`config.mk`:
```
export PLATFORM = sky130hd
export DESIGN_NAME = card_number_luhn_brand_check_top
export DESIGN_NICKNAME = d
export VERILOG_FILES = /design/src/rtl/lbc_pkg.sv /design/src/rtl/card_number_luhn_brand_check_top.sv /design/src/rtl/lbc_bin2bcd.sv /design/src/rtl/lbc_digit_scan.sv
export SDC_FILE = /design/constraint.sdc
export NUM_CORES = 1
export LEC_CHECK = 0
export BUFFER_PORTS_ARGS = -buffer_cell sky130_fd_sc_hd__clkbuf_2
export CELL_PAD_IN_SITES_DETAIL_PLACEMENT = 0
export CELL_PAD_IN_SITES_GLOBAL_PLACEMENT = 2
export CORE_MARGIN = 3
export CORE_UTILIZATION = 43
export CTS_CLUSTER_SIZE = 24
export DETAILED_ROUTE_END_ITERATION = 16
export PLACE_DENSITY = 0.93
export SLEW_MARGIN = 20
export SYNTH_ARGS = -nofsm -noshare
export SYNTH_HDL_FRONTEND = slang
export SYNTH_SLANG_ARGS = --single-unit
```
`constraint.sdc`:
```
create_clock -name clk -period 7.27 [get_ports clk]
set_input_delay 1.454 -clock clk [delete_from_list [all_inputs] [get_ports clk]]
set_output_delay 1.454 -clock clk [all_outputs]
set_load 0.02 [all_outputs]
```
`src/rtl/lbc_pkg.sv`:
```
// ----------------------------------------------------------------------------
// lbc_pkg
// Shared types, constants and the shift-add-3 step for the card number check.
// ----------------------------------------------------------------------------
package lbc_pkg;

  localparam int CARD_W        = 54;
  localparam int BCD_DIGITS    = 17;
  localparam int BCD_W         = 4 * BCD_DIGITS;
  localparam int BITS_PER_STEP = 3;
  localparam int CONV_STEPS    = CARD_W / BITS_PER_STEP;
  localparam int CNT_W         = 5;
  localparam int MAX_DIGITS    = 16;

  localparam logic [CNT_W-1:0] LEN_VISA_SHORT = CNT_W'(13);
  localparam logic [CNT_W-1:0] LEN_AMEX       = CNT_W'(15);
  localparam logic [CNT_W-1:0] LEN_LONG       = CNT_W'(16);

  localparam logic [1:0] BRAND_INVALID    = 2'd0;
  localparam logic [1:0] BRAND_VISA       = 2'd1;
  localparam logic [1:0] BRAND_AMEX       = 2'd2;
  localparam logic [1:0] BRAND_MASTERCARD = 2'd3;

  typedef logic [BCD_W-1:0] bcd_t;

  typedef struct packed {
    logic             sum_zero;
    logic [CNT_W-1:0] count;
  } lbc_scan_res_t;

  // One double-dabble step: adjust every digit of five or more by three,
  // then shift the next binary bit in at the bottom.
  function automatic bcd_t dd_step(input bcd_t bcd, input logic b);
    bcd_t adj;
    adj = bcd;
    for (int k = 0; k < BCD_DIGITS; k++) begin
      if (bcd[4*k +: 4] >= 4'd5) begin
        adj[4*k +: 4] = bcd[4*k +: 4] + 4'd3;
      end
    end
    return {adj[BCD_W-2:0], b};
  endfunction

endpackage

```
`src/rtl/card_number_luhn_brand_check_top.sv`:
```
// ----------------------------------------------------------------------------
// card_number_luhn_brand_check_top
// Luhn mod-10 check, digit count and brand sort for one binary card number.
// ----------------------------------------------------------------------------
// The input channel takes one card number per beat (in_valid, in_stall,
// in_card_number). The result channel gives one beat per card number with
// the brand, the Luhn flag and the decimal digit count.
// A card number is first turned into 17 BCD digits by a shift-add-3 unit,
// three bits per clock. A scan unit then walks the digits from the right,
// one per clock, keeping the Luhn sum modulo ten and the position of the
// highest nonzero digit. The brand is decided from the digit count and the
// top BCD digits as the output register loads. A new item is taken only
// once the previous one has reached the output register.
// in_stall is high from acceptance until the result has loaded into the
// output register, also while a finished result waits for it.
// When the receiver stalls, the finished result waits in the output register;
// a second result that finishes meanwhile holds the block until it can load.
// Reset empties the block and the output register; the first item can be
// taken as soon as reset is released.
// ----------------------------------------------------------------------------
module card_number_luhn_brand_check_top
  import lbc_pkg::*;
(
  input  logic              clk,
  input  logic              rst_n,
  input  logic              in_valid,
  output logic              in_stall,
  input  logic [CARD_W-1:0] in_card_number,
  output logic              out_valid,
  input  logic              out_stall,
  output logic [1:0]        out_brand,
  output logic              out_luhn_ok,
  output logic [CNT_W-1:0]  out_digit_count
);

  localparam logic [1:0] ST_IDLE = 2'd0;
  localparam logic [1:0] ST_CONV = 2'd1;
  localparam logic [1:0] ST_SCAN = 2'd2;
  localparam logic [1:0] ST_HOLD = 2'd3;

  logic [1:0]       state_r, state_nxt;
  logic             out_valid_r, out_valid_nxt;
  logic [1:0]       brand_r, brand_nxt;
  logic             ok_r, ok_nxt;
  logic [CNT_W-1:0] count_r, count_nxt;

  logic          in_acc;
  logic          conv_done;
  bcd_t          conv_bcd;
  logic          scan_done;
  lbc_scan_res_t scan_res;
  logic          res_ok;
  logic [1:0]    res_brand;
  logic          out_free;
  logic          res_ready;

  assign in_stall = (state_r != ST_IDLE);
  assign in_acc   = in_valid && !in_stall;

  lbc_bin2bcd u_bin2bcd (
    .clk   (clk),
    .rst_n (rst_n),
    .start (in_acc),
    .bin   (in_card_number),
    .done  (conv_done),
    .bcd   (conv_bcd)
  );

  lbc_digit_scan u_scan (
    .clk   (clk),
    .rst_n (rst_n),
    .start (conv_done),
    .bcd   (conv_bcd),
    .done  (scan_done),
    .res   (scan_res)
  );

  // The BCD word stays put in the converter until the next item starts.
  always_comb begin
    res_ok = scan_res.sum_zero && (scan_res.count != '0) &&
             (scan_res.count <= CNT_W'(MAX_DIGITS));
    res_brand = BRAND_INVALID;
    if (res_ok) begin
      if (scan_res.count == LEN_VISA_SHORT) begin
        if (conv_bcd[4*12 +: 4] == 4'd4) begin
          res_brand = BRAND_VISA;
        end
      end else if (scan_res.count == LEN_AMEX) begin
        if (conv_bcd[4*14 +: 4] == 4'd3 &&
            (conv_bcd[4*13 +: 4] == 4'd4 || conv_bcd[4*13 +: 4] == 4'd7)) begin
          res_brand = BRAND_AMEX;
        end
      end else if (scan_res.count == LEN_LONG) begin
        if (conv_bcd[4*15 +: 4] == 4'd5 && (conv_bcd[4*14 +: 4] inside {[4'd1:4'd5]})) begin
          res_brand = BRAND_MASTERCARD;
        end else if (conv_bcd[4*15 +: 4] == 4'd4) begin
          res_brand = BRAND_VISA;
        end
      end
    end
  end

  assign out_free  = !out_valid_r || !out_stall;
  assign res_ready = (state_r == ST_SCAN && scan_done) || (state_r == ST_HOLD);

  always_comb begin
    state_nxt     = state_r;
    out_valid_nxt = out_valid_r;
    brand_nxt     = brand_r;
    ok_nxt        = ok_r;
    count_nxt     = count_r;
    if (out_valid_r && !out_stall) begin
      out_valid_nxt = 1'b0;
    end
    case (state_r)
      ST_IDLE: begin
        if (in_acc) begin
          state_nxt = ST_CONV;
        end
      end
      ST_CONV: begin
        if (conv_done) begin
          state_nxt = ST_SCAN;
        end
      end
      ST_SCAN, ST_HOLD: begin
        if (res_ready) begin
          if (out_free) begin
            out_valid_nxt = 1'b1;
            brand_nxt     = res_brand;
            ok_nxt        = res_ok;
            count_nxt     = scan_res.count;
            state_nxt     = ST_IDLE;
          end else begin
            state_nxt = ST_HOLD;
          end
        end
      end
      default: begin
        state_nxt = ST_IDLE;
      end
    endcase
  end

  always_ff @(posedge clk) begin
    brand_r <= brand_nxt;
    ok_r    <= ok_nxt;
    count_r <= count_nxt;
    if (!rst_n) begin
      state_r     <= ST_IDLE;
      out_valid_r <= 1'b0;
    end else begin
      state_r     <= state_nxt;
      out_valid_r <= out_valid_nxt;
    end
  end

  assign out_valid       = out_valid_r;
  assign out_brand       = brand_r;
  assign out_luhn_ok     = ok_r;
  assign out_digit_count = count_r;

  a_conv_done_in_conv : assert property (@(posedge clk) disable iff (!rst_n)
    conv_done |-> state_r == ST_CONV)
    else $error("converter finished outside the conversion phase");

  a_scan_done_in_scan : assert property (@(posedge clk) disable iff (!rst_n)
    scan_done |-> state_r == ST_SCAN)
    else $error("digit scan finished outside the scan phase");

  a_brand_needs_luhn : assert property (@(posedge clk) disable iff (!rst_n)
    (out_valid && out_brand != BRAND_INVALID) |-> out_luhn_ok)
    else $error("brand reported without a passing checksum");

  a_ok_count_range : assert property (@(posedge clk) disable iff (!rst_n)
    (out_valid && out_luhn_ok) |->
      (out_digit_count != '0 && out_digit_count <= CNT_W'(MAX_DIGITS)))
    else $error("checksum passed with a digit count out of range");

  a_accept_then_busy : assert property (@(posedge clk) disable iff (!rst_n)
    (in_valid && !in_stall) |=> in_stall)
    else $error("block did not go busy after taking an item");

endmodule

```
`src/rtl/lbc_bin2bcd.sv`:
```
// ----------------------------------------------------------------------------
// lbc_bin2bcd
// Iterative binary to BCD converter, three input bits per clock.
// ----------------------------------------------------------------------------
module lbc_bin2bcd
  import lbc_pkg::*;
(
  input  logic              clk,
  input  logic              rst_n,
  input  logic              start,
  input  logic [CARD_W-1:0] bin,
  output logic              done,
  output bcd_t              bcd
);

  logic [CARD_W-1:0] bin_r, bin_nxt;
  bcd_t              bcd_r, bcd_nxt;
  logic [CNT_W-1:0]  cnt_r, cnt_nxt;
  logic              busy_r, busy_nxt;
  logic              done_r, done_nxt;
  bcd_t              s1, s2, s3;

  assign s1 = dd_step(bcd_r, bin_r[CARD_W-1]);
  assign s2 = dd_step(s1, bin_r[CARD_W-2]);
  assign s3 = dd_step(s2, bin_r[CARD_W-3]);

  always_comb begin
    bin_nxt  = bin_r;
    bcd_nxt  = bcd_r;
    cnt_nxt  = cnt_r;
    busy_nxt = busy_r;
    done_nxt = 1'b0;
    if (start) begin
      bin_nxt  = bin;
      bcd_nxt  = '0;
      cnt_nxt  = '0;
      busy_nxt = 1'b1;
    end else if (busy_r) begin
      bin_nxt = {bin_r[CARD_W-BITS_PER_STEP-1:0], {BITS_PER_STEP{1'b0}}};
      bcd_nxt = s3;
      cnt_nxt = cnt_r + 1'b1;
      if (cnt_r == CNT_W'(CONV_STEPS - 1)) begin
        busy_nxt = 1'b0;
        done_nxt = 1'b1;
      end
    end
  end

  always_ff @(posedge clk) begin
    bin_r <= bin_nxt;
    bcd_r <= bcd_nxt;
    cnt_r <= cnt_nxt;
    if (!rst_n) begin
      busy_r <= 1'b0;
      done_r <= 1'b0;
    end else begin
      busy_r <= busy_nxt;
      done_r <= done_nxt;
    end
  end

  assign done = done_r;
  assign bcd  = bcd_r;

endmodule

```
`src/rtl/lbc_digit_scan.sv`:
```
// ----------------------------------------------------------------------------
// lbc_digit_scan
// Walks the BCD digits from the right, one a clock, for the Luhn sum and count.
// ----------------------------------------------------------------------------
module lbc_digit_scan
  import lbc_pkg::*;
(
  input  logic          clk,
  input  logic          rst_n,
  input  logic          start,
  input  bcd_t          bcd,
  output logic          done,
  output lbc_scan_res_t res
);

  bcd_t             work_r, work_nxt;
  logic [CNT_W-1:0] idx_r, idx_nxt;
  logic [CNT_W-1:0] count_r, count_nxt;
  logic [3:0]       sum_r, sum_nxt;
  logic             busy_r, busy_nxt;
  logic             done_r, done_nxt;
  logic [3:0]       dig;
  logic [4:0]       dbl;
  logic [4:0]       term;
  logic [4:0]       acc;

  assign dig = work_r[3:0];
  assign dbl = {dig, 1'b0};

  always_comb begin
    // Odd positions from the right are doubled and folded back to one digit.
    if (idx_r[0]) begin
      term = (dbl > 5'd9) ? dbl - 5'd9 : dbl;
    end else begin
      term = {1'b0, dig};
    end
    acc = {1'b0, sum_r} + term;
    if (acc >= 5'd10) begin
      acc = acc - 5'd10;
    end
  end

  always_comb begin
    work_nxt  = work_r;
    idx_nxt   = idx_r;
    count_nxt = count_r;
    sum_nxt   = sum_r;
    busy_nxt  = busy_r;
    done_nxt  = 1'b0;
    if (start) begin
      work_nxt  = bcd;
      idx_nxt   = '0;
      count_nxt = '0;
      sum_nxt   = '0;
      busy_nxt  = 1'b1;
    end else if (busy_r) begin
      work_nxt = {4'd0, work_r[BCD_W-1:4]};
      idx_nxt  = idx_r + 1'b1;
      sum_nxt  = acc[3:0];
      if (dig != 4'd0) begin
        count_nxt = idx_r + 1'b1;
      end
      if (idx_r == CNT_W'(BCD_DIGITS - 1)) begin
        busy_nxt = 1'b0;
        done_nxt = 1'b1;
      end
    end
  end

  always_ff @(posedge clk) begin
    work_r  <= work_nxt;
    idx_r   <= idx_nxt;
    count_r <= count_nxt;
    sum_r   <= sum_nxt;
    if (!rst_n) begin
      busy_r <= 1'b0;
      done_r <= 1'b0;
    end else begin
      busy_r <= busy_nxt;
      done_r <= done_nxt;
    end
  end

  assign done         = done_r;
  assign res.sum_zero = (sum_r == 4'd0);
  assign res.count    = count_r;

endmodule
```
* Word level (Yosys, flattened, before mapping)
Cells that the tools add are included.
** Operators by class
- Add/subtract/negate cells :: 56
- Order comparisons :: 56
- Equality and inequality tests :: 17
- Multiplexer cells :: 82
- Bitwise logic cells :: 3
- Reductions and logical operators :: 27
** Operators with widths (count)
- 4-bit by 3-bit greater-or-equal comparator with 1-bit output (second input constant) :: 51
- 4-bit two-way mux :: 49
- 4-bit by 2-bit adder with 4-bit output (second input constant) :: 48
- 68-bit two-way mux :: 2
- 54-bit two-way mux :: 2
- 4-bit by 3-bit equality test with 1-bit output (second input constant) :: 5
- 2-bit two-way mux :: 9
- 5-bit equality test (second input constant) :: 3
- 1-bit two-way mux :: 14
- 5-bit by 1-bit adder with 5-bit output (second input constant) :: 2
- 5-bit by 4-bit equality test with 1-bit output (second input constant) :: 2
- 5-bit two-way mux :: 2
- 3-bit by 2-bit adder with 3-bit output (second input constant) :: 3
- 3-bit two-way mux :: 3
- 1-bit logical AND :: 8
- 2-bit case mux with 3 select lines :: 1
- 3-bit AND reduction :: 2
- 2-bit nonzero test :: 3
- 3-bit OR reduction :: 2
- 4-bit by 5-bit adder with 5-bit output :: 1
- 5-bit by 4-bit greater-or-equal comparator with 1-bit output (second input constant) :: 1
- 5-bit by 4-bit greater-than comparator with 1-bit output (second input constant) :: 1
- 5-bit <= comparator (second input constant) :: 1
- 5-bit nonzero test :: 1
- other kinds (17) :: 25
** Word-level totals
- Register bits :: 224
- Input bits :: 58
- Output and inout port bits :: 10

* Longest topological paths before layout
- Depth in word-level cells :: 7
- Gate-level depth with buffers :: 16
- Depth with buffers taken out :: 16

* Hierarchy
A second synthesis with hierarchy kept.
** Unflattened totals
- Cells, all modules :: 1385
- Area, all modules :: 14143.6 µm²
** By module, submodules not included
- lbc_bin2bcd :: times used 1, cells each 1069, area an instance 9735.6 µm², sequential area each 3123.0 µm²
- lbc_digit_scan :: times used 1, cells each 269, area an instance 3853.7 µm², sequential area each 2362.3 µm²
- card_number_luhn_brand_check_top :: times used 1, cells each 47, area an instance 554.3 µm², sequential area each 300.3 µm²

* Worst setup path after synthesis
OpenSTA, ideal clock, no wires.
- Path kind :: in2reg
- From :: input in_valid
- To :: register u_bin2bcd.bin_r[0], enable pin
- Arrival :: 3.022 ns
- Required time :: 6.861 ns
- Path slack :: 3.839 ns
- Stages on the path :: 4
- Path buffers :: 1
- Cells stage by stage :: and2_1 clkbuf_1 nor2_1 inv_1
** On the way
- Longest elaborated chain between the ends :: 2
** RTL lines
- start: declaration :: RTL line card_number_luhn_brand_check_top.sv:26 : input logic in_valid,
- 1-bit logical AND :: RTL line card_number_luhn_brand_check_top.sv:58 : assign in_acc = in_valid && !in_stall;
- 2-bit nonzero test (no line)
- end signal: assignment :: RTL line lbc_bin2bcd.sv:50 : bin_r <= bin_nxt;
- end: declaration :: RTL line lbc_bin2bcd.sv:16 : logic [CARD_W-1:0] bin_r, bin_nxt;
Every way passes these cells.
A chain may end at the register's enable or synchronous reset.

* Worst setup path after layout
- From :: input in_valid
- To :: register u_bin2bcd.bin_r[24], enable pin
Same word-level chain as after synthesis.

==> impl_metrics.py <==
metrics = {
    "run_status": {
        "outcome": "finished clean",
    },
    "timing": {
        "rsz_0062_raised_after_global_routing": "false",
        "timing.slew.headroom": 0.340,
        "report.final.hold_viol_count": 0,
        "final.period_utilization": 0.471,
        "total_negative_slack_ns": 0,
        "worstMarginPinSlew_ns": 0.990,
        "fmax_mhz": 292,
        "worst_clock_skew_ns": 0.00907,
        "layout_min_cycle_time_ns": 3.43,
        "slew_violations": 0,
        "setup_violations": 0,
    },
    "synth": {
        "syn-cell-area_sq_um": 14900,
        "ys_warn_count": 0,
        "post_synth_num_cell_types": 78,
        "postSynthRegisterBits": 224,
        "synth_edf_count": 130,
        "yosysSeqAreaShare": 0.387,
        "synth_xor_xnor_area_share": 0.0320,
        "synth_top_family_by_area": "compound AO/OA/AOI/OAI gates",
        "synthSimpleGateAreaFrac": 0.164,
        "post_synth_inst_count": 1651,
        "yosys_most_used_dff": "edfxtp_1",
        "postSynthAreaPerCell_sq_um": 9.04,
        "synthAdderAreaFrac": 0.0742,
        "yosys-mux-area-fraction": 0.0986,
        "synth_async_sr_flop_share": 0,
        "compound_gate_fraction_of_synth_area": 0.199,
        "synthesis.nets": 1797,
    },
    "placed_design": {
        "placed_cell_area_sq_um": 15700,
        "dp_cells": 2112,
        "post-dp-hpwl_um": 22400,
        "io_buffers": 67,
        "routabilityCongestion": 0.778,
    },
    "setup_path": {
        "critical-path-top-cell-by-count": "buf_4",
        "critical_path.endpoint_type": "register",
        "timing.critical_path.cells": "clkbuf_2, and2_2, buf_4, nor2_1, buf_4, inv_2, buf_4",
        "critPathSlowestCell": "buf_4",
        "max_stage_delay_ns": 0.76,
        "max_fanout_on_critical_path": 81,
        "worstSetupPathType": "in -> reg",
        "timing.critical_path.max_delay_family": "buffers and inverters",
        "worstPathBufferInverterCount": 5,
        "worst_ep_arrival_time_ns": 3.58,
        "critPathLaunchType": "input pin",
        "worst_path_required_ns": 7.42,
    },
    "power": {
        "cellLeakagePower_nw": 6.66,
        "power_per_cell_area_nw_per_um2": 463,
        "cellInternalPower_mw": 4.18,
        "post-layout-total-power_mw": 7.64,
        "swShare": 0.453,
        "switching_power_mw": 3.46,
        "proportion_of_power_drawn_by_flip_flops_and_latches": 0.238,
        "power.ir.vdd_worst_mv": 0.203,
        "power_frac_comb": 0.592,
        "clock_power_share": 0.170,
    },
    "cells_and_area": {
        "nNetsFinal": 1838,
        "post-route-cell-area_sq_um": 16500,
        "layout_cells_sized_above_1": 0.148,
        "synthToLayoutAreaGrowth_pct": 10.5,
        "post_layout_nonfiller_instances": 2160,
        "antenna_diode_count": 0,
    },
    "routing": {
        "vias_per_cell": 5.49,
        "postRouteAntennaNets": 0,
        "detail_route.wirelength_um": 33300,
        "dr_total_vias": 11865,
        "drt_pass1_iterations": 5,
        "drt_iter0_markers": 664,
        "drt-wirelength-per-cell_um": 15.4,
        "drc": 0,
    },
    "clock_network": {
        "postCtsSetupBuffers": 0,
        "cts_resized": 0,
        "tritoncts": "done",
        "cts_max_path_buffers": 3,
        "clock_insertion_delay_worst_skew_ns": 0.52,
        "clk_transition_reported_paths_ns": 0.06,
        "cell_at_the_root_of_the_clock_tree": "clkbuf_16",
        "cts-hold-fix-buffers": 0,
        "cts.sinks": 224,
        "cts_inserted_buffers": 26,
        "cts_htree_levels": 1,
    },
    "floorplanning": {
        "std_cell_rows": 67,
        "die_w_um": 192,
        "floorplan.core_area_sq_um": 33900,
        "die_h_um": 192,
        "floorplan.initialDensity": 0.441,
        "dieArea_sq_um": 37000,
        "io_pins": 68,
    },
    "global_route": {
        "antenna_found_initial": 0,
        "first_global_vias": 11104,
        "gr_usage_total": 0.177,
        "grt_pass1_wl_um": 55000,
        "grt_start_max_net_pins": 82,
        "grt.overflow.total": 0,
    },
    "worst_hold_path": {
        "holdCritPathClass": "reg -> reg",
    },
    "job": {
        "max-cap-violations": 0,
    },
}
==> cell usage after synthesis, drive strengths merged (5+ instances only) <==
master,instances,share of area
o211a,10,0.0067
o21bai,9,0.0045
mux2i,48,0.032
and3,6,0.0025
clkbuf,42,0.011
ha,87,0.073
mux2,88,0.066
buf,19,0.0055
xnor2,39,0.023
o21ai,129,0.043
nor3b,21,0.011
a31oi,38,0.016
edfxtp,130,0.26
o21a,9,0.0045
or3,13,0.0054
a21oi,124,0.045
nor2b,16,0.0067
a32oi,5,0.0029
nand3b,19,0.0096
nand2b,34,0.015
or3b,5,0.0029
nand4,6,0.0025
nor3,23,0.0077
a21o,17,0.0085
o31ai,11,0.0065
a311oi,6,0.0035
xor2,13,0.0086
o41ai,6,0.0035
a211oi,16,0.0087
nand2,229,0.058
nor2,113,0.028
a32o,12,0.0080
inv,115,0.029
a31o,7,0.0041
and2,7,0.0029
dfxtp,94,0.13
a21boi,6,0.0030
nand3,17,0.0057
o211ai,13,0.0065
==> through the flow <==
stage / setup WS (ns) / util / hold WS (ns)
final: 3.84 / 0.487 / 0.495
after floorplan: 3.84 / - / 0.453
after global routing: 3.51 / 0.487 / 0.515
after CTS: 3.84 / 0.487 / 0.498
after global placement: 3.26 / 0.462 / 0.476
after detailed placement: 3.29 / 0.462 / 0.485
==> path summary, 6_finish.rpt <==
kind	from	to	slack, ns	depth (start not counted)
max	in_valid	u_bin2bcd.bin_r[24]	3.84	7
min	u_scan.count_r[3]	out_digit_count[3]	0.50	0
max reg2reg	u_bin2bcd.bcd[8]	u_bin2bcd.bcd[14]	3.86	14
min reg2reg	u_scan.count_r[3]	out_digit_count[3]	0.50	0
==> area by class of cell <==
cell class	count	area, sq um
fillers	3240	17400
multi-input cells	1251	8480
flip-flops and latches	224	5790
clock buffers	37	733
well taps	448	561
inverters	115	432
repair buffers	74	388
clock inverters	11	115
==> worst register-to-register path: cells and delay by family, from the launching register on <==
kind / cells / cell delay (ns)
adder cells (fa/ha/maj): 3 / 0.87
flip-flops: 1 / 0.41
buffers and inverters: 2 / 0.20
AND/OR/NAND/NOR: 5 / 0.88
AO/OA/AOI/OAI: 4 / 0.94
==> sequential cells by signal, indices dropped and copies added (netlist names) <==
register	count
u_bin2bcd.bcd	68
u_scan.work_r	68
u_bin2bcd.bin_r	54
out_digit_count	5
u_bin2bcd.cnt_r	5
u_scan.count_r	5
u_scan.idx_r	5
u_scan.sum_r	4
out_brand	2
state_r	2
out_luhn_ok	1
out_valid	1
u_bin2bcd.busy_r	1
u_bin2bcd.done	1
u_scan.busy_r	1
u_scan.done	1
==> cell usage in the layout, fill, tap and decap left out, types with 19 or more instances in the layout <==
cell / Yosys / layout
a21oi_1: 111 / 111
a31oi_1: 38 / 38
clkbuf_16: 0 / 27
clkbuf_2: 0 / 67
dfxtp_1: 94 / 92
edfxtp_1: 130 / 130
ha_1: 87 / 87
inv_1: 103 / 102
mux2_2: 87 / 87
mux2i_1: 48 / 48
nand2_1: 229 / 228
nand2b_1: 32 / 32
nand3b_1: 19 / 19
nor2_1: 113 / 113
nor3_1: 23 / 23
nor3b_1: 21 / 21
o21ai_0: 80 / 80
o21ai_1: 48 / 48
xnor2_1: 38 / 38
==> cell families after synthesis <==
logic type                 after synthesis
muxes                                  136
DFF                                    224
adders and majority gates               88
buffers and inverters                  176
AOI/OAI and AO/OA                      453
and+or+nand+nor                        522
xor gates and xnor gates                52
==> power groups by stage <==
stage	combinational, mW	sequential [mW]	clock (mW)
CTS	4.51	1.82	1.34
global placement	4.40	1.84	0
global route	5.14	1.85	1.39
detailed placement	4.48	1.85	0
floorplan	3.77	1.70	0
finish	4.52	1.82	1.30
==> routing by layer <==
layer | share of wire | global-route usage | vias to the layer above
met5 | 0 | 0 | -
met4 | 0.017 | 0.0359 | 0
met3 | 0.032 | 0.0178 | 38
met2 | 0.47 | 0.295 | 202
met1 | 0.49 | 0.249 | 5573
li1 | - | - | 6052
Note: power is estimated with default switching activity, not from simulation.
